File: src/sv/assert_macros.svh
// assertion macros shared by the scaled pixel fetch rtl
// expects clk and rst_n in the scope of every use
`ifndef ASSERT_MACROS_SVH
`define ASSERT_MACROS_SVH
`ifndef NO_ASSERTIONS
`define BSPF_ASSERT(lbl, cond, msg) \
  lbl: assert property (@(posedge clk) disable iff (!rst_n) (cond)) else $error(msg);
`define BSPF_ASSERT_IMPL(lbl, ante, cons, msg) \
  lbl: assert property (@(posedge clk) disable iff (!rst_n) (ante) |-> (cons)) else $error(msg);
`define BSPF_ASSERT_NEXT(lbl, ante, cons, msg) \
  lbl: assert property (@(posedge clk) disable iff (!rst_n) (ante) |=> (cons)) else $error(msg);
`else
`define BSPF_ASSERT(lbl, cond, msg)
`define BSPF_ASSERT_IMPL(lbl, ante, cons, msg)
`define BSPF_ASSERT_NEXT(lbl, ante, cons, msg)
`endif
`endif

File: src/sv/bspf_pkg.sv
// shared types, widths and codes for the scaled bmp pixel fetch block
// no dependencies
`default_nettype none
package bspf_pkg;

  localparam int SCREEN_WIDTH_DEF  = 240;
  localparam int SCREEN_HEIGHT_DEF = 135;
  localparam int MAX_SIDE_DEF      = 4095;
  localparam int QUEUE_DEPTH_DEF   = 2;

  localparam int COLOR_W   = 8;
  localparam int RGB_W     = 16;
  localparam int STATUS_W  = 2;
  localparam int DIM_W     = 10;
  localparam int SIDE_W    = 12;
  localparam int HEIGHT_W  = 13;
  localparam int STRIDE_W  = 14;
  localparam int SCALE_W   = 16;
  localparam int ADDR_W    = 32;
  localparam int OFFSET_W  = 24;
  localparam int CFG_IDX_W = 3;
  localparam int CFG_DATA_W = 32;

  localparam int MUL_A_W = DIM_W + SCALE_W;
  localparam int MUL_B_W = 32;
  localparam int MUL_P_W = MUL_A_W + MUL_B_W;
  localparam int RECIP_SHIFT = 35;
  localparam logic [MUL_B_W-1:0] RECIP_TEN = 32'hCCCC_CCCD;
  localparam int SRC_W = MUL_P_W - RECIP_SHIFT;
  localparam int DIV_SHIFT = SCALE_W + DIM_W;

  localparam logic [15:0] BMP_SIGNATURE = 16'h4D42;
  localparam logic [15:0] BMP_DEPTH     = 16'd24;
  localparam logic [SCALE_W-1:0] SCALE_UNIT = SCALE_W'(10);

  localparam logic [STATUS_W-1:0] STATUS_OK       = 2'd0;
  localparam logic [STATUS_W-1:0] STATUS_BAD_SIG  = 2'd1;
  localparam logic [STATUS_W-1:0] STATUS_BAD_FMT  = 2'd2;
  localparam logic [STATUS_W-1:0] STATUS_IDLE_PIX = 2'd3;

  localparam logic [CFG_IDX_W-1:0] REG_SIGNATURE    = 3'd0;
  localparam logic [CFG_IDX_W-1:0] REG_BIT_DEPTH    = 3'd1;
  localparam logic [CFG_IDX_W-1:0] REG_COMPRESSION  = 3'd2;
  localparam logic [CFG_IDX_W-1:0] REG_IMAGE_WIDTH  = 3'd3;
  localparam logic [CFG_IDX_W-1:0] REG_IMAGE_HEIGHT = 3'd4;
  localparam logic [CFG_IDX_W-1:0] REG_PIXEL_OFFSET = 3'd5;

  localparam logic [15:0]          RESET_SIGNATURE = 16'h4D42;
  localparam logic [15:0]          RESET_DEPTH     = 16'd24;
  localparam logic [SIDE_W-1:0]    RESET_WIDTH     = 12'd240;
  localparam logic [HEIGHT_W-1:0]  RESET_HEIGHT    = 13'd135;
  localparam logic [OFFSET_W-1:0]  RESET_OFFSET    = 24'd54;

  typedef struct packed {
    logic                  is_pixel;
    logic [RGB_W-1:0]      rgb565;
  } bspf_cmd_t;

  typedef struct packed {
    logic                  we;
    logic [CFG_IDX_W-1:0]  index;
    logic [CFG_DATA_W-1:0] wdata;
  } bspf_cfg_t;

endpackage
`default_nettype wire

File: src/sv/bspf_fifo.sv
// short command queue between front end and back end
// depends on bspf_pkg
`default_nettype none
module bspf_fifo #(
  parameter int DEPTH = bspf_pkg::QUEUE_DEPTH_DEF
) (
  input  wire logic                 clk,
  input  wire logic                 rst_n,
  input  wire logic                 push,
  input  wire bspf_pkg::bspf_cmd_t  push_data,
  output logic                      full,
  input  wire logic                 pop,
  output logic                      q_valid,
  output bspf_pkg::bspf_cmd_t       q_data
);

  localparam int PTR_W = (DEPTH > 1) ? $clog2(DEPTH) : 1;
  localparam int CNT_W = $clog2(DEPTH + 1);

  bspf_pkg::bspf_cmd_t mem_r [DEPTH];
  logic [PTR_W-1:0] wr_ptr_r;
  logic [PTR_W-1:0] rd_ptr_r;
  logic [CNT_W-1:0] count_r;
  logic             do_push;
  logic             do_pop;

  assign full    = (count_r == CNT_W'(DEPTH));
  assign q_valid = (count_r != '0);
  assign q_data  = mem_r[rd_ptr_r];
  assign do_push = push && !full;
  assign do_pop  = pop && q_valid;

  always_ff @(posedge clk) begin
    if (do_push) begin
      mem_r[wr_ptr_r] <= push_data;
    end
  end

  always_ff @(posedge clk) begin
    if (!rst_n) begin
      wr_ptr_r <= '0;
      rd_ptr_r <= '0;
      count_r  <= '0;
    end else begin
      if (do_push) begin
        wr_ptr_r <= (wr_ptr_r == PTR_W'(DEPTH - 1)) ? '0 : wr_ptr_r + PTR_W'(1);
      end
      if (do_pop) begin
        rd_ptr_r <= (rd_ptr_r == PTR_W'(DEPTH - 1)) ? '0 : rd_ptr_r + PTR_W'(1);
      end
      if (do_push && !do_pop) begin
        count_r <= count_r + CNT_W'(1);
      end else if (do_pop && !do_push) begin
        count_r <= count_r - CNT_W'(1);
      end
    end
  end

endmodule
`default_nettype wire

File: config.mk
export PLATFORM = sky130hd
export DESIGN_NAME = bspf_fifo
export DESIGN_NICKNAME = d
export VERILOG_FILES = /design/src/sv/assert_macros.svh /design/src/sv/bspf_pkg.sv /design/src/sv/bspf_fifo.sv
export SDC_FILE = /design/constraint.sdc
export NUM_CORES = 1
export LEC_CHECK = 0
export BUFFER_PORTS_ARGS = -buffer_cell sky130_fd_sc_hd__buf_2
export CAP_MARGIN = 20
export CORE_ASPECT_RATIO = 1.5
export CORE_MARGIN = 5
export CORE_UTILIZATION = 40
export DETAILED_ROUTE_END_ITERATION = 16
export GPL_TIMING_DRIVEN = 0
export PLACE_DENSITY = 0.72
export SYNTH_ARGS = -nofsm -noshare
export SYNTH_HDL_FRONTEND = slang
export SYNTH_SLANG_ARGS = --single-unit
File: constraint.sdc
create_clock -name clk -period 2.1 [get_ports clk]
set_input_delay 0.315 -clock clk [delete_from_list [all_inputs] [get_ports clk]]
set_output_delay 0.315 -clock clk [all_outputs]
set_load 0.01 [all_outputs]
==> Word level (Yosys, flattened, before mapping) <==
Memory sizes are Yosys's and may differ from the RTL's. A register that Yosys moved wholly into a read port is not among the register bits.
Index checks and enable logic that the tools add are counted.
W data, S select, Z words.
{ "word_totals": {"register_bits": 4, "latch_bits": 0, "mem_bits_rw": 34, "mem_bits_ro": 0, "memories": 1} }
{ "mem_list": {"columns": ["name", "depth", "word_bits", "read_ports", "rd_ports_with_merged_regs", "write_ports", "line", "source"], "rows": [
  ["mem_r", 2, 17, 1, 1, 1, "bspf_fifo.sv:20", "bspf_pkg::bspf_cmd_t mem_r [DEPTH];"]
]} }
{ "classes": {"addsub": 4, "multipliers": 0, "div": 0, "n_lt_le_gt_ge": 0, "n_eq_ne": 1, "n_shift": 0, "muxes": 8, "bitwise": 0, "n_reduce_logical": 9} }
{ "op_table": {"columns": ["operator", "count"], "rows": [
  ["$mux W1", 6],
  ["$logic_and A1 B1 Y1", 4],
  ["$mux W2", 2],
  ["$reduce_bool A2 Y1", 2],
  ["$logic_not A1 Y1", 3],
  ["$add A1 B1 Y1 const B", 2],
  ["$add A2 B1 Y2 const B", 1],
  ["$eq A2 B2 Y1 const B", 1],
  ["$sub A2 B1 Y2 const B", 1]
]} }

==> Longest topological paths before layout <==
{ "depth": {"depth_word": 7, "depth_mapped": 7} }

==> Worst setup path before layout <==
OpenSTA, ideal clock, no wires.
{ "synth_path": {"kind": "register -> register", "from": "register count_r[0]", "to": "memory mem_r[0][0] in the netlist's numbering (enable)", "setup_time_ns": 0.390, "t_arrival_ns": 1.323, "setup_slack_ns": 0.387, "stages_incl_launch_ff": 4, "path_buffers": 0, "synth_period_minus_slack_ns": 1.713, "cell_sequence": "dfxtp_1 -> nand2b_1 -> inv_2 -> nor3_2"} }
{ "synth_via": {"elab_chain_cells": 5} }
{ "synth_rtl": {"columns": ["element", "line", "source"], "rows": [
  ["from (decl)", "bspf_fifo.sv:23", "logic [CNT_W-1:0] count_r;"],
  ["from (signal assigned)", "bspf_fifo.sv:52", "count_r <= count_r + CNT_W'(1);"],
  ["from (signal assigned)", "bspf_fifo.sv:54", "count_r <= count_r - CNT_W'(1);"],
  ["$eq A2 B2 Y1", "bspf_fifo.sv:27", "assign full = (count_r == CNT_W'(DEPTH));"],
  ["net full", "bspf_fifo.sv:11", "output logic full,"],
  ["$logic_not A1 Y1", "bspf_fifo.sv:30", "assign do_push = push && !full;"],
  ["$logic_and A1 B1 Y1", "bspf_fifo.sv:30", null],
  ["$mux W1", "bspf_fifo.sv:34", "if (do_push) begin"],
  ["$mux W1 (implied by the code)", "bspf_fifo.sv:35", "mem_r[wr_ptr_r] <= push_data;"],
  ["to (decl)", "bspf_fifo.sv:20", null]
]} }
The timed path passes the listed nets, and every way through them passes these cells.

==> results.cfg <==
[drt]
drt_iter0_drc = 29
ant_nets = 0
route.vias.total = 794
drc = 0
wl_per_cell_um = 14.1
routed_wl_um = 2390
viasPerCell = 4.70
first_pass_iters = 4
top_layer = met4
route.met2.wl_um = 1330
wl_met3_um = 167
wl_met1_um = 828

[floorplan]
dieArea_mm2 = 0.00499
start_util = 0.404
die_x_um = 59.4
io_pins = 40
rows = 27
core_mm2 = 0.00361
die_h_um = 84.0

[synth]
synth_cells = 78
synth_top_family_by_area = multiplexers
yosysWarnings = 0
synthSimpleGateAreaFrac = 0.0394
ys.flop_type = edfxtp_1
avgSynthCellArea_um2 = 18.7
synth_edf_count = 34
synthTopCellsByArea = edfxtp_1 70%, mux2_2 13%, dfxtp_1 6.8%, and2_1 1.3%, xnor2_1 1.2%
async_flop_share = 0
synth_xor_xnor_area_share = 0.0180
synthMuxAreaShare = 0.131
synth_seq_cells = 39
netlist_top_cells_count = 34 x edfxtp_1, 17 x mux2_2, 5 x dfxtp_1
yosysTopAreaCell = edfxtp_1
synth_most_common_cell = edfxtp_1
yosysUniqueCellTypes = 22
ys_seq_area_frac = 0.767
yosysTopAreaCellShare = 0.699
synth_compound_area_frac = 0.0223
synth_area_mm2 = 0.00146
synth_nets = 100
synth_fa_ha_area_frac = 0.00856

[sta]
tightestPinTransition_ns = 0.803
finalSetupTns_ns = 0
finalHoldViolations = 0
final-setup-viol-count = 0
rsz0062_at_grt = false
max_slew_margin = 0.464
fin_crit_ns = 1.80
report.final.slew_viol_count = 0
max_freq_mhz = 555
holdWs_ns = 0.227
finalClockSkew_ns = 0.00247
min_period_over_period = 0.858

[setup_path]
cp_slowest_cell = mux2_2
worstSetupPathType = flop to output port
endpoint_kind = output port
worstPathArrival_ns = 1.49
r2r_cells = 4
worstPathMaxFanout = 10
cp_top_family = buffers and inverters
cpMostUsedCell = buf_2
reg2reg_slack_ns = 0.35
start_kind = flop
required_ns = 1.78
r2r_start = count_r[0]
crit_buf_inv = 3
crit_chain = buf_2, buf_4, mux2_2, buf_2
worstReg2RegEnd = mem_r[0][1]
max_stage_delay_ns = 0.35

[grt]
grt_pass1_vias = 877
grt_remaining_overflow = 0
groute.usage.overall = 0.108
grt_max_degree = 18
grt_antenna_before_repair = 0
grt_pass1_wl_um = 3870

[flow_run]
drv_cap = 0

[clocking]
cts_hold_buf = 0
clk-insertion-delay-late_ns = 0.27
cts_tree = built
cts_max_level = 2
cts_setup_buffers = 0
cts-buffers-inserted = 5
cts.repair.resized = 0
clockRootBuffer = clkbuf_8
cts_buffer_depth = 2
clkTransAtPathRegs_ns = 0.06
clock-sinks = 39

[place]
hpwl_um = 1800
port_buffers = 39
placedInstanceArea_mm2 = 0.00172
gp_congestion = 0.638

[final_layout]
layout-drive-gt1-share = 0.532
final_nets = 147
n_antenna_cell = 0
fin_area_mm2 = 0.00180
areaGrowthSynthToFinish_pct = 23.3
nFillCells = 327

[pwr]
vdd_drop_max_uv = 698
total_power_mw = 2.09
power_density_mw_per_mm2 = 1160
p_leak_nw = 0.696

[status]
status = completed

[worst_hold_path]
hold_path.class = input port to flop
whs_endpoint = mem_r[0][10]
hold_depth = 1
hp-start = push_data[10]
==> per-layer routing <==
metal  vias up  global-route usage
met1       376              0.0979
met5         -                   0
li1        384                   -
met3         4              0.0341
met2        30               0.191
met4         0              0.0742
==> flip-flops by register name, summed over array words and instances (netlist names), named ones only <==
register / count
mem_r: 34
wr_ptr_r: 1
count_r: 2
rd_ptr_r: 1
==> stage by stage <==
step | std cells | setup WS [ns] | util
CTS | 169 | 0.258 | 0.498
global route | 169 | 0.194 | 0.498
finish | 169 | 0.298 | 0.498
floorplan | 78 | 0.387 | -
global placement | 160 | 0.0954 | 0.473
detailed placement | 161 | 0.330 | 0.476
==> worst reg2reg max path: stages (launching register included) <==
cell and delay, ns:
dfxtp_1 0.42, nand2b_1 0.18, inv_2 0.06, nor3_2 0.55
buf_6 0.25
==> placed cells by master, fill, tap and decap left out, types with 2 or more instances in the layout <==
cell      count
buf_2        40
edfxtp_1     34
mux2_2       17
dfxtp_1       5
clkbuf_8      5
and2_1        3
clkbuf_1      3
xnor2_1       2
==> power breakdown <==
| part | internal (mW) | leakage [nW] | switching (mW) |
|---|---|---|---|
| logic | 0.309 | 0.297 | 0.309 |
| clock network | 0.235 | 0.0395 | 0.211 |
| registers | 0.982 | 0.359 | 0.0425 |
| total | 1.53 | 0.696 | 0.562 |
==> layout make-up <==
cell class	count	area [um^2]	share of cell area
plain buffers	2	12.5	0.00694
clock buffers	8	80.1	0.0444
inverters	2	7.51	0.00417
multi-input cells	35	320	0.178
flip-flops and latches	39	1120	0.622
well taps	43	53.8	0.0299
repair buffers	40	206	0.115
==> worst max-delay path by stage <==
stage / depth (start not counted) / end / start
floorplan: 3 / mem_r[0][0] / count_r[0]
global placement: 3 / mem_r[0][2] / count_r[0]
detailed placement: 4 / mem_r[0][10] / count_r[0]
CTS: 4 / q_data[8] / flop
global route: 4 / q_data[12] / flop
finish: 4 / q_data[9] / flop
==> logic make-up after synthesis <==
logic type / Yosys count
buffers and inverters: 4
DFF: 39
AOI/OAI and AO/OA: 5
and+or+nand+nor: 9
adders and majority gates: 1
xor gates and xnor gates: 3
muxes: 17
Power figures use the tool's default switching activity.
